[src/rtl/core/mlbd_pkg.sv]
// Shared types, constants and the load arithmetic of the load-balance decider.
package mlbd_pkg;

    localparam int CORE_COUNT = 4;
    localparam int IDX_W      = 2;
    localparam int COUNT_W    = 8;
    localparam int LOAD_W     = 7;
    localparam int MODE_W     = 2;
    localparam int MASK_W     = 4;
    localparam int ACT_W      = 2;
    localparam int CFG_ADDR_W = 2;
    localparam int CFG_DATA_W = 4;
    localparam int SDATA_W    = 16;
    localparam int MDATA_W    = 16;

    localparam logic [LOAD_W-1:0] LOAD_MAX   = 7'd100;
    localparam logic [LOAD_W-1:0] PUSH_LEVEL = 7'd60;
    localparam logic [LOAD_W-1:0] PULL_LEVEL = 7'd20;
    localparam logic [LOAD_W-1:0] LOAD_GAP   = 7'd20;
    localparam logic [11:0]       LOAD_PER_TASK = 12'd10;

    localparam logic [CFG_ADDR_W-1:0] REG_BALANCE_MODE = 2'd0;
    localparam logic [CFG_ADDR_W-1:0] REG_IPI_ENABLE   = 2'd1;
    localparam logic [CFG_ADDR_W-1:0] REG_ONLINE_MASK  = 2'd2;

    localparam logic [MODE_W-1:0] MODE_NONE   = 2'd0;
    localparam logic [MODE_W-1:0] MODE_PUSH   = 2'd1;
    localparam logic [MODE_W-1:0] MODE_PULL   = 2'd2;
    localparam logic [MODE_W-1:0] MODE_HYBRID = 2'd3;

    localparam logic [ACT_W-1:0] ACT_NONE = 2'd0;
    localparam logic [ACT_W-1:0] ACT_PUSH = 2'd1;
    localparam logic [ACT_W-1:0] ACT_PULL = 2'd2;

    localparam logic KIND_SAMPLE  = 1'b0;
    localparam logic KIND_BALANCE = 1'b1;

    typedef enum logic [1:0] {
        ST_IDLE,
        ST_SWEEP,
        ST_RESULT
    } state_t;

    // Per-cycle command broadcast to every cell
    typedef struct packed {
        logic               smp_we;
        logic               upd_en;
        logic [IDX_W-1:0]   core;
        logic [COUNT_W-1:0] count;
        logic               busy;
    } cell_cmd_t;

    // Search word walking down the row of cells
    typedef struct packed {
        logic              valid;
        logic [IDX_W-1:0]  req;
        logic              min_found;
        logic [LOAD_W-1:0] lo_load;
        logic [IDX_W-1:0]  min_idx;
        logic              max_found;
        logic [LOAD_W-1:0] hi_load;
        logic [IDX_W-1:0]  max_idx;
        logic [LOAD_W-1:0] self_load;
        logic [LOAD_W-1:0] load0;
    } token_t;

    // Instantaneous load: (count + busy) * 10, capped at 100
    function automatic logic [LOAD_W-1:0] load_now(input logic [COUNT_W-1:0] count,
                                                   input logic busy);
        logic [11:0] sum;
        logic [11:0] prod;
        sum  = {4'b0, count} + {11'b0, busy};
        prod = sum * LOAD_PER_TASK;
        return (prod > {5'b0, LOAD_MAX}) ? LOAD_MAX : prod[LOAD_W-1:0];
    endfunction

    // Smoothed load: floor((3 * old + now) / 4)
    function automatic logic [LOAD_W-1:0] load_avg(input logic [LOAD_W-1:0] old_load,
                                                   input logic [LOAD_W-1:0] now_load);
        logic [8:0] acc;
        acc = {2'b0, old_load} * 9'd3 + {2'b0, now_load};
        return acc[8:2];
    endfunction

endpackage

[src/rtl/core/multicore_load_balance_decider.sv]
// Top level of the load-balance decider: config registers, cell row, decision and output word.
//
//  channel   | direction | handshake              | carries
//  s_        | in        | s_tvalid / s_tready    | sample or balance request word
//  m_        | out       | m_tvalid / m_tready    | balance decision word
//  cfg_      | in        | cfg_wr_en (no wait)    | balance_mode, ipi_enable, online_mask
//
// A sample word is stored at its accepting edge and leaves the input open. A balance word
// updates the smoothed loads of the online cells at its accepting edge when interrupts are
// enabled and the mode is not none, then starts a search word that walks the row through the
// register of each cell; the decision is registered, then moved into the output register, and
// the input reopens with that move, so no new word is taken while a balance search runs.
// Reset clears all stored counts, busy flags and loads; registers return to
// mode hybrid, interrupts enabled, core 0 online.
// A stalled output holds its word while the input stays open; a balance word that
// finishes its search meanwhile holds its decision, input closed, until the output frees.
module multicore_load_balance_decider (
    input  logic                                aclk,
    input  logic                                aresetn,
    input  logic                                s_tvalid,
    output logic                                s_tready,
    // [1:0] core_index, [9:2] ready_count, [10] running_busy, [15:11] zero
    input  logic [mlbd_pkg::SDATA_W-1:0]        s_tdata,
    // [0] kind
    input  logic                                s_tuser,
    output logic                                m_tvalid,
    input  logic                                m_tready,
    // [1:0] action, [3:2] source_core, [5:4] target_core, [12:6] requester_load,
    // [15:13] zero
    output logic [mlbd_pkg::MDATA_W-1:0]        m_tdata,
    input  logic                                cfg_wr_en,
    input  logic [mlbd_pkg::CFG_ADDR_W-1:0]     cfg_addr,
    input  logic [mlbd_pkg::CFG_DATA_W-1:0]     cfg_wdata
);

    mlbd_pkg::state_t                 state_reg, state_next;
    logic [mlbd_pkg::MODE_W-1:0]      mode_reg;
    logic                             ipi_reg;
    logic [mlbd_pkg::MASK_W-1:0]      mask_reg;
    logic                             start_reg, start_next;
    logic [mlbd_pkg::IDX_W-1:0]       req_reg, req_next;
    logic                             m_tvalid_reg, m_tvalid_next;
    logic [mlbd_pkg::MDATA_W-1:0]     m_tdata_reg, m_tdata_next;

    logic [mlbd_pkg::ACT_W-1:0]       act_reg, act_next;
    logic [mlbd_pkg::IDX_W-1:0]       src_reg, src_next;
    logic [mlbd_pkg::IDX_W-1:0]       dst_reg, dst_next;
    logic [mlbd_pkg::LOAD_W-1:0]      rload_reg, rload_next;

    logic                             s_accept;
    logic                             bal_en;
    logic                             out_free;
    logic                             out_load;
    mlbd_pkg::cell_cmd_t              cmd;
    mlbd_pkg::token_t                 tok [mlbd_pkg::CORE_COUNT+1];
    mlbd_pkg::token_t                 tok_end;
    logic [mlbd_pkg::LOAD_W-1:0]      t_load, f_load, self_load;
    logic                             do_push, do_pull;

    assign s_accept = s_tvalid && s_tready;
    assign bal_en   = ipi_reg && (mode_reg != mlbd_pkg::MODE_NONE);
    assign out_free = !m_tvalid_reg || m_tready;

    // Configuration registers
    always_ff @(posedge aclk) begin
        if (!aresetn) begin
            mode_reg <= mlbd_pkg::MODE_HYBRID;
            ipi_reg  <= 1'b1;
            mask_reg <= 4'b0001;
        end else if (cfg_wr_en) begin
            case (cfg_addr)
                mlbd_pkg::REG_BALANCE_MODE: mode_reg <= cfg_wdata[mlbd_pkg::MODE_W-1:0];
                mlbd_pkg::REG_IPI_ENABLE:   ipi_reg  <= cfg_wdata[0];
                mlbd_pkg::REG_ONLINE_MASK:  mask_reg <= cfg_wdata[mlbd_pkg::MASK_W-1:0];
                default: ;
            endcase
        end
    end

    always_comb begin
        cmd.smp_we = s_accept && (s_tuser == mlbd_pkg::KIND_SAMPLE);
        cmd.upd_en = s_accept && (s_tuser == mlbd_pkg::KIND_BALANCE) && bal_en;
        cmd.core   = s_tdata[1:0];
        cmd.count  = s_tdata[9:2];
        cmd.busy   = s_tdata[10];
    end

    // Inject a fresh search word at the head of the row
    always_comb begin
        tok[0].valid     = start_reg;
        tok[0].req       = req_reg;
        tok[0].min_found = 1'b0;
        tok[0].lo_load   = '1;
        tok[0].min_idx   = '0;
        tok[0].max_found = 1'b0;
        tok[0].hi_load   = '0;
        tok[0].max_idx   = '0;
        tok[0].self_load = '0;
        tok[0].load0     = '0;
    end

    for (genvar g = 0; g < mlbd_pkg::CORE_COUNT; g++) begin : g_cell
        mlbd_cell u_cell (
            .aclk        (aclk),
            .aresetn     (aresetn),
            .cell_idx    (mlbd_pkg::IDX_W'(g)),
            .cell_online (mask_reg[g]),
            .cmd         (cmd),
            .tok_in      (tok[g]),
            .tok_out     (tok[g+1])
        );
    end

    assign tok_end = tok[mlbd_pkg::CORE_COUNT];

    // Decision from the word leaving the last cell; an empty search falls back on core 0
    always_comb begin
        self_load = tok_end.self_load;
        t_load    = tok_end.min_found ? tok_end.lo_load : tok_end.load0;
        f_load    = tok_end.max_found ? tok_end.hi_load : tok_end.load0;
        do_push   = bal_en
                    && (mode_reg == mlbd_pkg::MODE_PUSH || mode_reg == mlbd_pkg::MODE_HYBRID)
                    && (self_load > mlbd_pkg::PUSH_LEVEL)
                    && (t_load < self_load - mlbd_pkg::LOAD_GAP);
        do_pull   = bal_en
                    && (mode_reg == mlbd_pkg::MODE_PULL || mode_reg == mlbd_pkg::MODE_HYBRID)
                    && (self_load < mlbd_pkg::PULL_LEVEL)
                    && (f_load > self_load + mlbd_pkg::LOAD_GAP);
        act_next   = act_reg;
        src_next   = src_reg;
        dst_next   = dst_reg;
        rload_next = rload_reg;
        if (tok_end.valid) begin
            rload_next = self_load;
            if (do_pull) begin
                act_next = mlbd_pkg::ACT_PULL;
                src_next = tok_end.max_idx;
                dst_next = tok_end.req;
            end else if (do_push) begin
                act_next = mlbd_pkg::ACT_PUSH;
                src_next = tok_end.req;
                dst_next = tok_end.min_idx;
            end else begin
                act_next = mlbd_pkg::ACT_NONE;
                src_next = '0;
                dst_next = '0;
            end
        end
    end

    // Next state
    always_comb begin
        state_next = state_reg;
        case (state_reg)
            mlbd_pkg::ST_IDLE: begin
                if (s_accept && s_tuser == mlbd_pkg::KIND_BALANCE) begin
                    state_next = mlbd_pkg::ST_SWEEP;
                end
            end
            mlbd_pkg::ST_SWEEP: begin
                if (tok_end.valid) begin
                    state_next = mlbd_pkg::ST_RESULT;
                end
            end
            mlbd_pkg::ST_RESULT: begin
                if (out_free) begin
                    state_next = mlbd_pkg::ST_IDLE;
                end
            end
            default: state_next = mlbd_pkg::ST_IDLE;
        endcase
    end

    // Outputs of the state machine
    always_comb begin
        s_tready   = 1'b0;
        out_load   = 1'b0;
        start_next = 1'b0;
        req_next   = req_reg;
        case (state_reg)
            mlbd_pkg::ST_IDLE: begin
                s_tready = 1'b1;
                if (s_tvalid && s_tuser == mlbd_pkg::KIND_BALANCE) begin
                    start_next = 1'b1;
                    req_next   = s_tdata[1:0];
                end
            end
            mlbd_pkg::ST_SWEEP:  ;
            mlbd_pkg::ST_RESULT: out_load = out_free;
            default: ;
        endcase
    end

    always_comb begin
        m_tvalid_next = m_tvalid_reg;
        m_tdata_next  = m_tdata_reg;
        if (out_load) begin
            m_tvalid_next = 1'b1;
            m_tdata_next  = {3'b0, rload_reg, dst_reg, src_reg, act_reg};
        end else if (m_tready) begin
            m_tvalid_next = 1'b0;
        end
    end

    always_ff @(posedge aclk) begin
        if (!aresetn) begin
            state_reg    <= mlbd_pkg::ST_IDLE;
            start_reg    <= 1'b0;
            m_tvalid_reg <= 1'b0;
        end else begin
            state_reg    <= state_next;
            start_reg    <= start_next;
            m_tvalid_reg <= m_tvalid_next;
        end
    end

    always_ff @(posedge aclk) begin
        req_reg     <= req_next;
        m_tdata_reg <= m_tdata_next;
        act_reg     <= act_next;
        src_reg     <= src_next;
        dst_reg     <= dst_next;
        rload_reg   <= rload_next;
    end

    assign m_tvalid = m_tvalid_reg;
    assign m_tdata  = m_tdata_reg;

    a_tok_in_sweep: assert property (@(posedge aclk) disable iff (!aresetn)
        tok_end.valid |-> state_reg == mlbd_pkg::ST_SWEEP)
        else $error("search word left the row outside a sweep");

    a_out_from_result: assert property (@(posedge aclk) disable iff (!aresetn)
        (m_tvalid_reg && !$past(m_tvalid_reg)) |-> $past(state_reg) == mlbd_pkg::ST_RESULT)
        else $error("output word raised without a finished decision");

    a_action_code: assert property (@(posedge aclk) disable iff (!aresetn)
        m_tvalid_reg |-> (m_tdata_reg[1:0] == mlbd_pkg::ACT_NONE
                          || m_tdata_reg[1:0] == mlbd_pkg::ACT_PUSH
                          || m_tdata_reg[1:0] == mlbd_pkg::ACT_PULL))
        else $error("undefined action code on output");

    a_no_move_zero: assert property (@(posedge aclk) disable iff (!aresetn)
        (m_tvalid_reg && m_tdata_reg[1:0] == mlbd_pkg::ACT_NONE)
            |-> (m_tdata_reg[5:2] == '0))
        else $error("no-move decision carries core numbers");

endmodule

[src/rtl/core/mlbd_cell.sv]
// One core's cell: sampled count, busy flag, smoothed load and one stage of the search.
module mlbd_cell (
    input  logic                        aclk,
    input  logic                        aresetn,
    input  logic [mlbd_pkg::IDX_W-1:0]  cell_idx,
    input  logic                        cell_online,
    input  mlbd_pkg::cell_cmd_t         cmd,
    input  mlbd_pkg::token_t            tok_in,
    output mlbd_pkg::token_t            tok_out
);

    logic [mlbd_pkg::COUNT_W-1:0] count_reg, count_next;
    logic                         busy_reg, busy_next;
    logic [mlbd_pkg::LOAD_W-1:0]  load_reg, load_next;
    mlbd_pkg::token_t             tok_reg, tok_next;
    logic                         is_cand;

    always_comb begin
        count_next = count_reg;
        busy_next  = busy_reg;
        load_next  = load_reg;
        if (cmd.smp_we && cmd.core == cell_idx) begin
            count_next = cmd.count;
            busy_next  = cmd.busy;
        end
        if (cmd.upd_en && cell_online) begin
            load_next = mlbd_pkg::load_avg(load_reg, mlbd_pkg::load_now(count_reg, busy_reg));
        end
    end

    // Fold this cell's load into the passing search word
    always_comb begin
        tok_next = tok_in;
        is_cand  = cell_online && (cell_idx != tok_in.req);
        if (is_cand && load_reg < tok_in.lo_load) begin
            tok_next.min_found = 1'b1;
            tok_next.lo_load   = load_reg;
            tok_next.min_idx   = cell_idx;
        end
        if (is_cand && load_reg > tok_in.hi_load) begin
            tok_next.max_found = 1'b1;
            tok_next.hi_load   = load_reg;
            tok_next.max_idx   = cell_idx;
        end
        if (cell_idx == tok_in.req) begin
            tok_next.self_load = load_reg;
        end
        if (cell_idx == '0) begin
            tok_next.load0 = load_reg;
        end
    end

    always_ff @(posedge aclk) begin
        if (!aresetn) begin
            count_reg <= '0;
            busy_reg  <= 1'b0;
            load_reg  <= '0;
            tok_reg   <= '0;
        end else begin
            count_reg <= count_next;
            busy_reg  <= busy_next;
            load_reg  <= load_next;
            tok_reg   <= tok_next;
        end
    end

    assign tok_out = tok_reg;

endmodule
[config.mk]
export PLATFORM = sky130hd
export DESIGN_NAME = multicore_load_balance_decider
export DESIGN_NICKNAME = d
export VERILOG_FILES = /design/src/rtl/core/mlbd_pkg.sv /design/src/rtl/core/multicore_load_balance_decider.sv /design/src/rtl/core/mlbd_cell.sv
export SDC_FILE = /design/constraint.sdc
export NUM_CORES = 1
export LEC_CHECK = 0
export ABC_AREA = 1
export BUFFER_PORTS_ARGS = -buffer_cell sky130_fd_sc_hd__buf_2
export CORE_AREA = 2 2 195 197
export CTS_CLUSTER_SIZE = 10
export DETAILED_ROUTE_END_ITERATION = 7
export DIE_AREA = 0 0 197 199
export GPL_TIMING_DRIVEN = 0
export HOLD_SLACK_MARGIN = 0.06
export PLACE_DENSITY = 0.49
export SLEW_MARGIN = 20
export SYNTH_ARGS = -nofsm -noshare
export SYNTH_HDL_FRONTEND = slang
export SYNTH_SLANG_ARGS = --single-unit
[constraint.sdc]
create_clock -name aclk -period 7.45 [get_ports aclk]
set_input_delay 1.1175 -clock aclk [delete_from_list [all_inputs] [get_ports aclk]]
set_output_delay 1.1175 -clock aclk [all_outputs]
set_load 0.005 [all_outputs]
# ---- After elaboration in Yosys (flattened, before gate mapping)
# Index checks and enable logic that the tools add are counted.
dict set report totals {
  regBits 251
  inputBits 28
  out_inout_bits 18
  word_cells 209
}
dict set report classes {
  addsub 10
  n_mul 8
  order_cmp 16
  eq_ne 19
  mux 31
  n_bitwise 2
  reduce_logical 55
}
# cell count
set ops {}
lappend ops {{$mux W10} 8}
lappend ops {{$mux W7} 9}
lappend ops {{$gt A12 B7 Y1 const B} 4}
lappend ops {{$mul A12 B3 Y11 const B} 4}
lappend ops {{$add A8 B1 Y9} 4}
lappend ops {{$add A9 B7 Y9} 4}
lappend ops {{$mul A7 B2 Y9 const B} 4}
lappend ops {{$logic_and A1 B1 Y1} 32}
lappend ops {{$gt A7 B7 Y1} 4}
lappend ops {{$lt A7 B7 Y1} 4}
lappend ops {{$mux W2} 7}
lappend ops {{$reduce_and A2 Y1} 7}
lappend ops {{$eq A2 B2 Y1 const B} 6}
lappend ops {{$eq A2 B1 Y1 const B} 4}
lappend ops {{$logic_not A2 Y1} 4}
lappend ops {{$reduce_or A2 Y1} 4}
lappend ops {{$add A7 B5 Y7 const B} 1}
lappend ops {{$gt A7 B1 Y1 const B} 1}
lappend ops {{$gt A7 B6 Y1 const B} 1}
lappend ops {{$lt A7 B5 Y1 const B} 1}
lappend ops {{$lt A7 B7 Y1 const B} 1}
lappend ops {{$sub A7 B5 Y7 const B} 1}
lappend ops {{$mux W1} 6}
lappend ops {{$pmux W2 S3} 1}
lappend ops {{11 further kinds} 19}

# ---- Logic depth before layout (Yosys ltp)
# Gate-level depths: netlist of run 1.
dict set report logic_depth {
  word_depth 7
  depth_mapped 29
}

# ---- By module
# From an unflattened synthesis of run 1, not the netlist that was laid out.
dict set report unflattened {
  cells_unflattened 1887
  hier_area_um2 14554.0
}
# mod instances cells_each area_per_inst_um2 seq_area_each_um2
set by_module_without_submodules {}
lappend by_module_without_submodules {{mlbd_cell at g_cell[0].u_cell ...} 3 419 3141.8 1061.0}
lappend by_module_without_submodules {{mlbd_cell at g_cell[2].u_cell} 1 415 3128.0 1061.0}
lappend by_module_without_submodules {multicore_load_balance_decider 1 215 2000.7 1061.0}

# ---- Worst setup path after synthesis of run 1
# No wires, ideal clock.
dict set report synth_timing {
  kind {register -> register}
  startpoint {register g_cell[1].u_cell.busy_reg}
  endpoint {register g_cell[1].u_cell.load_reg[6] (netlist name)}
  arrival_time_ps 4167
  setup_slack_ps 3164
  path_stages_with_launch 22
  n_path_buf 0
  period_less_slack_ps 4286
  path_cell_list {dfxtp_1 -> ha_1 -> and3_1 -> xnor2_1 -> inv_1 -> ha_1 -> ha_1 -> fa_1 -> xnor2_1 -> nor2_1 -> nor2_1 -> nand3_1 -> nor2_1 -> nand3b_1 -> fa_1 -> ha_1 -> fa_1 -> nand3_1 -> nand2_1 -> a21o_1 -> a211oi_1 -> nor2_1}
}
dict set report synth_via {
  elab_chain_len 5
}
# element line
set synth_rtl {}
lappend synth_rtl {{start: declaration} mlbd_cell.sv:13} ;# logic busy_reg, busy_next;
lappend synth_rtl {{start signal: assignment} mlbd_cell.sv:61} ;# busy_reg <= busy_next;
lappend synth_rtl {{$add A8 B1 Y9 (*)} mlbd_pkg.sv:72} ;# sum = {4'b0, count} + {11'b0, busy};
lappend synth_rtl {{$mul A12 B3 Y11 (*)} mlbd_pkg.sv:73} ;# prod = sum * LOAD_PER_TASK;
lappend synth_rtl {{$gt A12 B7 Y1} mlbd_pkg.sv:74} ;# return (prod > {5'b0, LOAD_MAX}) ? LOAD_MAX : prod[LOAD_W-1:0];
lappend synth_rtl {{$mux W7 (*)} mlbd_pkg.sv:74}
lappend synth_rtl {{$add A9 B7 Y9 (*)} mlbd_pkg.sv:81} ;# acc = {2'b0, old_load} * 9'd3 + {2'b0, now_load};
lappend synth_rtl {{end signal: assignment} mlbd_cell.sv:62} ;# load_reg <= load_next;
lappend synth_rtl {{end: declaration} mlbd_cell.sv:14} ;# logic [mlbd_pkg::LOAD_W-1:0] load_reg, load_next;
# Mark *: on every way between the ends. The rest lies on a longest branch, timed or not.
# A chain may end at the register's enable or synchronous reset.

# ---- Worst setup path in the final report of run 1
dict set report layout_timing {
  startpoint {register g_cell[2].u_cell.busy_reg}
  endpoint {register g_cell[2].u_cell.load_reg[6] (netlist name)}
}
dict set report layout_via {
  elab_chain_len 5
}
# element line
set layout_rtl {}
lappend layout_rtl {{start: declaration} mlbd_cell.sv:13}
lappend layout_rtl {{start signal: assignment} mlbd_cell.sv:61}
lappend layout_rtl {{$add A8 B1 Y9 (*)} mlbd_pkg.sv:72}
lappend layout_rtl {{$mul A12 B3 Y11 (*)} mlbd_pkg.sv:73}
lappend layout_rtl {{$gt A12 B7 Y1} mlbd_pkg.sv:74}
lappend layout_rtl {{$mux W7 (*)} mlbd_pkg.sv:74}
lappend layout_rtl {{$add A9 B7 Y9 (*)} mlbd_pkg.sv:81}
lappend layout_rtl {{end signal: assignment} mlbd_cell.sv:62}
lappend layout_rtl {{end: declaration} mlbd_cell.sv:14}
# Marked as above.

==> reports/metrics.yaml, run 1 <==
final_layout:
  seq_area_sq_um: 5180
  num_antenna_cells: 0
  largest_register_ffs: 142
  layout-drive-gt1-share_pct: 6.80
  area_delta_synth_final_pct: 12.2
  multi_input_area_sq_um: 7220
  design_area_sq_um: 15200
  final_util_pct: 40.9
  num-fill-cells: 3854
  finalNetCount: 1953
power:
  sw_frac_of_total_pct: 25.9
  power.density_nw_per_um2: 203
  finalPower_mw: 3.08
  seqPwrFrac_pct: 45.9
  intPower_mw: 2.28
  clkPwrFrac_pct: 42.3
  p_leak_nw: 7.44
  ir_worst_vdd_v: 0.000148
  p_comb_share_pct: 11.8
  p_sw_mw: 0.797
synthesis:
  synth-main-ff-cell: "dfxtp_1"
  synth-simple-area-share_pct: 20.6
  ys_ff_latch: 245
  synth_area_per_cell_sq_um: 8.06
  synth_xor_area_share_pct: 3.56
  synth_edf_count: 28
  synth_fa_ha_area_share_pct: 17.6
  synth_top_family_by_area: "simple AND/OR/NAND/NOR gates"
  synth_cell_types: 53
  async_reset_ff_share_pct: 0
  yosys_warnings: 0
  synth_compound_area_share_pct: 11.3
  syn_inst: 1679
  synth_mux_area_share_pct: 0.0740
  netlist_area_sq_um: 13500
  yosysSeqAreaShare_pct: 38.3
place:
  portBuffers: 36
  dpl_cell_area_sq_um: 14300
  gp_congestion: 0.841
  dp_hpwl_mm: 26.3
timing:
  max-slew-margin-rel_pct: 35.3
  finClkSkew_ns: 0.0172
  finalCritPeriodShare_pct: 63.9
  finalSetupViolations: 0
  fin_crit_ns: 4.76
  timing.hold.ws_ns: 0.407
  rsz0062_at_grt: "no"
  finalSetupTns_ns: 0
  slew_violations: 0
  timing.fmax_ghz: 0.210
  worst_pin_slew_ns: 0.964
  finalHoldViolations: 0
die:
  row_count: 71
  die-area_sq_um: 39200
  die_h_um: 199
  coreArea_sq_um: 37100
  ios: 46
  die_w_um: 197
  floorplan.initialDensity_pct: 36.4
worst_setup_path:
  crit_chain: "ha_1 > nand3_1 > nor2_1 > nand2_1 > nor3_1 > xor2_1 > ha_1 > ha_1 > a21oi_1 > o21a_1 > nand2_1 > nand2_1 > inv_1 > nor2_1 > nand3b_1 > fa_1 > ha_1 > fa_1 > nand3_1 > nand2_1 > a21oi_1 > nor2_1 > nor3_1 > nor2_1"
  reg2reg_depth: 24
  crit_fanout: 5
  endpoint_kind: "flop"
  start_kind: "flop"
  crit_path_top_delay_cell: "fa_1"
  path_class: "reg -> reg"
  required_ns: 7.90
  worstPathArrival_ns: 5.22
  critPathMaxStageDelay_ns: 0.45
global_route:
  grt_overflow_total: 0
  grt_max_degree: 16
  grt_util_all_layers_pct: 17.6
  grt_pass1_vias: 10600
  antenna_found_initial: 0
  grt_pass1_wl_mm: 54.7
clocking:
  cts-htree-levels: 1
  clock_latency_ns: 0.56
  hold_buffers: 0
  numCtsBuffers: 29
  clock_sinks: 245
  clk_pin_slew_ns: 0.06
  cts_tree: "done"
  cts_setup_buffers: 0
  cts_buffer_depth: 3
  cts_root_buf: "clkbuf_16"
  cts_resized: 0
route:
  final_antenna_net_count: 0
  wl_mm: 33.2
  drc: 0
  dr_total_vias: 10700
  vias_per_cell: 4.76
  drt-initial-drc-count: 548
  first_pass_iters: 5
  wl_per_cell_um: 14.8
min_path:
  hold_class: "reg -> reg"
  whs_path_depth: 2
status:
  outcome: "complete, no violations"
flow_run:
  drv_cap: 0
==> layer usage <==
| layer | vias to the layer above | share of wire (%) | global-route usage [%] |
|---|---|---|---|
| met3 | 37 | 2.7 | 1.81 |
| li1 | 5618 | - | - |
| met2 | 119 | 47 | 30.3 |
| met1 | 4884 | 49 | 23.7 |
| met4 | 0 | 1.6 | 4.23 |
| met5 | - | 0 | 0 |
==> cell usage after synthesis, types with 15 or more instances <==
library cell / n / share of area, %
dfxtp_1: 217 / 32
fa_1: 28 / 4.1
xor2_1: 43 / 2.8
edfxtp_1: 28 / 6.2
o21ai_1: 15 / 0.55
nor2_1: 156 / 4.3
nand3_1: 108 / 4.0
ha_1: 146 / 13
a21oi_1: 120 / 4.4
nand2_1: 289 / 8.0
clkbuf_1: 19 / 0.53
nand4_1: 24 / 1.1
o21ai_0: 109 / 4.0
inv_1: 249 / 6.9
==> cells in the final DEF, fill, tap and decap left out, types with 3 or more instances in the layout <==
master / n
a211oi_1: 3
a21o_1: 9
a21oi_1: 120
a22oi_1: 4
a31oi_1: 4
and3_1: 3
buf_2: 40
buf_4: 5
buf_6: 4
clkbuf_1: 29
clkbuf_16: 29
clkbuf_8: 3
clkinv_1: 3
conb_1: 5
dfxtp_1: 217
edfxtp_1: 28
fa_1: 28
ha_1: 146
inv_1: 249
nand2_1: 289
nand2_2: 4
nand2_4: 5
nand3_1: 108
nand3_2: 5
nand3b_1: 9
nand4_1: 24
nor2_1: 156
nor2_4: 3
nor3_1: 13
nor3_2: 3
o211ai_1: 4
o21a_1: 7
o21ai_0: 109
o21ai_1: 15
xnor2_1: 12
xor2_1: 43
==> power by group through the flow <==
stage | logic, mW | clock network (mW) | registers (mW)
floorplan | 0.268 | 0 | 1.43
global placement | 0.364 | 0 | 1.44
detailed placement | 0.367 | 0 | 1.44
CTS | 0.369 | 1.34 | 1.41
global route | 0.421 | 1.38 | 1.42
finish | 0.364 | 1.30 | 1.41
==> cell families (layout without fill, tap and decap cells) <==
logic type | Yosys count | count (layout)
AND/OR/NAND/NOR | 631 | 631
buffers and inverters | 290 | 371
flip-flops | 245 | 245
AO/OA/AOI/OAI | 282 | 282
multiplexers | 1 | 1
XOR/XNOR | 55 | 55
adder cells (fa/ha/maj) | 174 | 174
other | 1 | 5
==> final timing paths <==
path                                    start                           end  slack (ns)
setup / recovery    g_cell[2].u_cell.busy_reg  g_cell[2].u_cell.load_reg[6]        2.69
setup reg to reg    g_cell[2].u_cell.busy_reg  g_cell[2].u_cell.load_reg[6]        2.69
hold reg to reg   g_cell[0].u_cell.tok_out[2]   g_cell[1].u_cell.tok_out[2]        0.41
hold / removal    g_cell[0].u_cell.tok_out[2]   g_cell[1].u_cell.tok_out[2]        0.41
==> cell type report <==
| type | instances | share of cell area, % |
|---|---|---|
| clock buffers | 42 | 5.30 |
| plain buffers | 32 | 1.12 |
| multi-input cells | 1148 | 47.5 |
| flip-flops and latches | 245 | 34.1 |
| inverters | 258 | 6.46 |
| repair buffers | 37 | 1.24 |
| well taps | 474 | 3.90 |
| clock inverters | 2 | 0.329 |
==> per-stage QoR <==
stage | setup WS, ns | instances
3_5_place_dp | 2.68 | 2194
2_1_floorplan | 3.16 | 1683
4_1_cts | 2.66 | 2238
6_report | 2.69 | 2238
5_1_grt | 2.19 | 2238
3_3_place_gp | 2.72 | 2193
==> critical path, delay by kind of cell (launching register included) <==
family / cells / cell delay [ns]
xor gates and xnor gates: 1 / 0.27
buffers and inverters: 1 / 0.04
and+or+nand+nor: 13 / 1.42
DFF: 1 / 0.34
adders and majority gates: 6 / 1.92
AOI/OAI and AO/OA: 3 / 0.63
(Power assumes the default switching activity.)
==> run 2, diff against run 1 <==
==> constraint.sdc (replaced) <==
create_clock -name aclk -period 4.72 [get_ports aclk]
set_input_delay 0.708 -clock aclk [delete_from_list [all_inputs] [get_ports aclk]]
set_output_delay 0.708 -clock aclk [all_outputs]
set_load 0.005 [all_outputs]
==> run 2 against run 1 <==
Net effect: maximum frequency up 8.2%; largest cell class unchanged; worst hold slack worse by 0.0012 ns; flip-flop and latch count unchanged; largest power group unchanged.
==> reports/metrics.yaml, run 2 (synthesized netlist as in run 1, its figures left out) <==
clocking:
  cts-htree-levels: 1
  clk_pin_slew_ns: 0.06
  numCtsBuffers: 29
  cts_buffer_depth: 3
  clock_latency_ns: 0.56
  cts_tree: "done"
  cts_root_buf: "clkbuf_16"
  clock_sinks: 245
timing:
  slew_violations: 0
  rsz0062_at_grt: "yes"
  worst_pin_slew_ns: 0.983
  finClkSkew_ns: 0.0168
  timing.fmax_ghz: 0.227
  fin_ws_ns: 0.321
  max-slew-margin-rel_pct: 34.0
  finalSetupViolations: 0
  finalHoldViolations: 0
  fin_crit_ns: 4.40
  finalCritPeriodShare_pct: 93.2
die:
  die-area_sq_um: 39200
  die_h_um: 199
  coreArea_sq_um: 37100
  die_w_um: 197
  floorplan.initialDensity_pct: 36.4
  row_count: 71
  ios: 46
power:
  power.density_nw_per_um2: 315
  p_leak_nw: 7.48
  ir_worst_vdd_v: 0.000234
worst_setup_path:
  crit_path_top_delay_cell: "fa_1"
  crit_chain: "ha_2 > nand3_1 > nor2_1 > nand2_1 > nor3_1 > xor2_1 > ha_1 > ha_2 > a21oi_4 > o21a_1 > nand2_1 > nand2_1 > inv_1 > nor2_4 > nand3b_1 > fa_1 > ha_2 > fa_2 > nand3_1 > nand2_1 > a21oi_2 > nor2_1 > nor3_1 > nor2_1"
  regToRegEndpoint: "g_cell[2].u_cell.load_reg[6]"
  cp_common_cell: "nand2_1"
  required_ns: 5.17
  crit_family: "adder cells"
  path_class: "reg -> reg"
  start_kind: "flop"
  r2r_setup_slack_ns: 0.32
  reg2reg_depth: 24
  worstPathArrival_ns: 4.85
  critPathMaxStageDelay_ns: 0.45
  r2r_start: "g_cell[2].u_cell.busy_reg"
  crit_fanout: 5
  endpoint_kind: "flop"
  path_buf_inv: 1
flow_run:
  drv_cap: 0
status:
  outcome: "complete, no violations"
route:
  met2WireLength_mm: 15.7
  final_antenna_net_count: 0
  vias_per_cell: 4.77
  wl_mm: 33.4
  drt-initial-drc-count: 508
  first_pass_iters: 7
  wirelength_met1_mm: 16.2
  dr_total_vias: 10700
  highest_layer: "met4"
  wl_per_cell_um: 14.9
  wl_met3_um: 966
  drc: 0
final_layout:
  finalNetCount: 1956
  instances_no_fill: 2241
  mostFrequentLayoutCell: "nand2_1"
  largest_register_ffs: 142
  layout-drive-gt1-share_pct: 9.85
  design_area_sq_um: 15500
  num_antenna_cells: 0
  area_delta_synth_final_pct: 14.7
  mostFrequentLayoutCells: "nand2_1 (289), inv_1 (247), dfxtp_1 (217), nor2_1 (149), ha_1 (131)"
place:
  dp_hpwl_mm: 26.3
  place_ws_ns: -0.0503
  gp_congestion: 0.841
  dpl_cell_area_sq_um: 14300
  dp.cells: 2194
  portBuffers: 36
global_route:
  grt_max_degree: 16
  antenna_found_initial: 0
  grt_pass1_wl_mm: 54.7
  grt_pass1_vias: 10600
  grt_util_all_layers_pct: 17.6
  grt_overflow_total: 0
min_path:
  min_to: "mask_reg[3]"
  hold_class: "in -> reg"
  whs_path_depth: 3
  min-delay-start: "cfg_wdata[3]"
run 2: cell types whose count changed in the layout (fill, tap and decap cells not counted), sizes merged:
cell,previous run,this run
buf,50,53
run 2: cell type report:
class | count | area, sq um
fillers | 3821 | 21600
clock inverters | 2 | 50.0
inverters | 258 | 981
multi-input cells | 1148 | 7530
flip-flops and latches | 245 | 5180
repair buffers | 40 | 210
clock buffers | 42 | 805
plain buffers | 32 | 170
well taps | 474 | 593
run 2: worst max path at each step:
stage | slack [ns] | depth (start not counted) | end | start
3_5_place_dp | -0.05 | 24 | g_cell[2].u_cell.load_reg[6] | g_cell[2].u_cell.busy_reg
5_1_grt | -0.03 | 21 | g_cell[0].u_cell.load_reg[6] | g_cell[0].u_cell.count_reg[0]
2_1_floorplan | 0.43 | 21 | g_cell[1].u_cell.load_reg[6] | g_cell[1].u_cell.busy_reg
6_report | 0.32 | 24 | g_cell[2].u_cell.load_reg[6] | g_cell[2].u_cell.busy_reg
3_3_place_gp | -0.01 | 24 | g_cell[2].u_cell.load_reg[6] | g_cell[2].u_cell.busy_reg
4_1_cts | 0.002 | 21 | g_cell[3].u_cell.load_reg[6] | g_cell[3].u_cell.busy_reg
run 2: timing repair:
item                       4_1_cts  5_1_grt
setup endpoints to repair        2       20
pin swaps                        0       10
setup buffers                    0        3
resized for setup                3       62
hold buffers                     0        0
run 2: metal layers:
| metal | up-vias | GRT usage (%) |
|---|---|---|
| li1 | 5619 | - |
| met1 | 4912 | 23.7 |
| met2 | 131 | 30.3 |
| met3 | 37 | 1.81 |
| met4 | 0 | 4.23 |
| met5 | - | 0 |
run 2: metrics by stage:
step / util [%] / TNS (ns) / hold slack [ns] / total power, mW
after floorplan: - / 0 / 0.390 / 2.68
after global placement: 38.6 / -0.0140 / 0.396 / 2.85
after detailed placement: 38.6 / -0.0503 / 0.395 / 2.85
after CTS: 40.9 / 0 / 0.402 / 4.92
after global routing: 41.8 / -0.0567 / 0.421 / 5.11
final: 41.8 / 0 / 0.406 / 4.89
run 2: worst min-delay path, cell delays in order:
cell and delay, ns:
buf_2 0.10, nor2_1 0.04, nor2_1 0.08
run 2: where the power goes:
group	switching (mW)	total (mW)	internal [mW]
registers	0.0570	2.23	2.17
clock network	0.838	2.06	1.22
logic	0.378	0.601	0.224
==> run 3, diff against run 2 <==
--- a/config.mk
+++ b/config.mk
@@ -5,7 +5,6 @@
 export SDC_FILE = /design/constraint.sdc
 export NUM_CORES = 1
 export LEC_CHECK = 0
-export ABC_AREA = 1
 export BUFFER_PORTS_ARGS = -buffer_cell sky130_fd_sc_hd__buf_2
 export CORE_AREA = 2 2 195 197
 export CTS_CLUSTER_SIZE = 10
==> run 3 against run 2 <==
Net effect: the run now ends with negative setup slack left; critical endpoint is now g_cell[2].u_cell.load_reg[5]; global-route usage shrank 0.20 points; setup slack lost 0.40 ns; maximum frequency shrank 8.3%; flip-flop and latch count is the same; area after synthesis grew 0.72%; final cell count shrank 12%; worst hold slack lost 0.025 ns.
==> reports/metrics.yaml, run 3 <==
global_route:
  use_met3_pct: 1.93
  use_met1_pct: 23.4
  antenna_found_initial: 0
  grt_util_all_layers_pct: 17.4
  met2_usage_pct: 30.1
  grt_overflow_total: 0
  grt_max_degree: 16
  grt_pass1_vias: 9413
  top_usage_layer: "met2"
  grt_pass1_wl_mm: 52.7
route:
  wl_mm: 33.7
  dr_total_vias: 9454
  vias_per_cell: 4.77
  final_antenna_net_count: 0
  drc: 0
  wl_per_cell_um: 17.0
  first_pass_iters: 4
  drt-initial-drc-count: 295
synthesis:
  yosys_warnings: 0
  ys_top_cells_by_count: "dfxtp_1 (217), ha_1 (146), nand2_1 (128), mux2i_1 (104), inv_1 (93)"
  synth_most_common_cell: "dfxtp_1"
  yosysTopAreaCell: "dfxtp_1"
  syn_inst: 1388
  synth_top_area_share_pct: 31.9
  synthTopCellsByArea: "dfxtp_1 (32%), ha_1 (13%), mux2i_1 (7.6%)"
  synth_cell_types: 72
  yosysSeqAreaShare_pct: 38.0
  synth_area_per_cell_sq_um: 9.82
  async_reset_ff_share_pct: 0
  ys_ff_latch: 245
  synth_edf_count: 28
  synth-main-ff-cell: "dfxtp_1"
  netlist_area_sq_um: 13600
die:
  row_count: 71
  ios: 46
  die-area_sq_um: 39200
  die_w_um: 197
  coreArea_sq_um: 37100
  floorplan.initialDensity_pct: 36.7
  die_h_um: 199
clocking:
  numCtsBuffers: 29
  clk_pin_slew_ns: 0.06
  clock_sinks: 245
  cts-htree-levels: 1
  hold_buffers: 0
  clock_latency_ns: 0.57
  cts_root_buf: "clkbuf_16"
  cts_tree: "done"
  cts_buffer_depth: 3
final_layout:
  area_delta_synth_final_pct: 20.2
  num_antenna_cells: 0
  layout-drive-gt1-share_pct: 19.9
  largest_register_ffs: 142
  instances_no_fill: 1982
  finalNetCount: 1697
  mostFrequentLayoutCells: "dfxtp_1 (202), nand2_1 (127), ha_1 (109), mux2i_1 (104), inv_1 (88)"
  mostFrequentLayoutCell: "dfxtp_1"
timing:
  finClkSkew_ns: 0.00943
  fin_ws_ns: -0.0751
  finalHoldViolations: 0
  timing.fmax_ghz: 0.209
  rsz0062_at_grt: "yes"
  timing.hold.ws_ns: 0.380
  finalSetupViolations: 1
  max-slew-margin-rel_pct: 38.2
  fin_crit_ns: 4.80
  finalCritPeriodShare_pct: 102
  finalSetupTns_ns: -0.0751
  worst_pin_slew_ns: 0.927
  slew_violations: 0
place:
  dp_hpwl_mm: 25.3
  dp.cells: 1903
  gp_congestion: 0.789
  portBuffers: 37
  place_ws_ns: -0.545
power:
  p_leak_nw: 7.01
  finalPower_mw: 4.61
  power.density_nw_per_um2: 281
  ir_worst_vdd_v: 0.000249
status:
  violations: "negative setup slack"
  outcome: "complete, but fails checks"
worst_setup_path:
  crit_path_top_delay_cell: "or4b_1"
  path_class: "reg -> reg"
  start_kind: "flop"
  endpoint_kind: "flop"
  cp_common_cell: "ha_4"
  worstPathArrival_ns: 5.28
  crit_chain: "ha_4 > ha_4 > nand3_4 > xnor2_4 > ha_4 > fa_2 > a21o_1 > a21oi_2 > nor2b_2 > mux2_4 > nor4_4 > and2_4 > fa_2 > ha_4 > a21o_1 > a21oi_2 > o21bai_1 > a21oi_2 > or4b_1 > o211ai_1"
  r2r_setup_slack_ns: -0.08
  crit_fanout: 5
  critPathMaxStageDelay_ns: 0.51
  required_ns: 5.21
flow_run:
  drv_cap: 0
min_path:
  hold_class: "in -> reg"
## run 3: report_power, final
group | switching, mW | internal (mW)
combinational | 0.222 | 0.178
clock | 0.855 | 1.18
sequential | 0.0386 | 2.14
## run 3: worst max-delay path, delay by kind of cell, from the launching register on
family	cells	cell delay (ns)
compound gates	7	0.90
flops	1	0.35
fa+ha+maj	6	1.71
simple gates	5	1.28
xor+xnor	1	0.19
mux	1	0.31
## run 3: layout make-up
cell class / count / area (sq um)
fill: 3646 / 20700
clock buffer: 42 / 815
clock inverter: 2 / 25.0
buffer: 49 / 215
sequential: 245 / 5220
timing repair buffer: 76 / 478
tap: 474 / 593
inverter: 93 / 349
multi-input combinational: 1001 / 8700
## run 3: final timing paths
kind	from	cells past startpoint	endpoint
worst max-delay path	g_cell[2].u_cell.busy_reg	20	g_cell[2].u_cell.load_reg[5]
worst min-delay path	s_tdata[1]	1	req_reg[1]
worst max register to register	g_cell[2].u_cell.busy_reg	20	g_cell[2].u_cell.load_reg[5]
worst min register to register	rload_reg[2]	0	m_tdata[8]
## run 3: stage by stage
stage | utilization (%) | instance area, sq um
4_1_cts | 42.8 | 15900
3_5_place_dp | 38.9 | 14400
6_report | 44.1 | 16400
5_1_grt | 44.1 | 16400
3_3_place_gp | 38.9 | 14400
2_1_floorplan | - | 13600
## run 3: kinds of logic after synthesis
family	Yosys count	synth area share, %
simple gates	437	17.1
compound gates	212	10.7
buf+inv	146	4.30
flops	245	38.0
other cells	1	0.0275
mux	117	8.74
xor+xnor	56	3.60
fa+ha+maj	174	17.5
## run 3: timing repair
item,CTS,global route
pin swaps,78,83
setup buffers,25,14
gates resized for setup,97,86
endpoints found under the setup margin,19,18
## run 3: layer usage
layer	wire, um	vias up
li1	-	4944
met1	16200	4412
met2	16200	66
met3	800	32
met4	486	0
met5	0	-
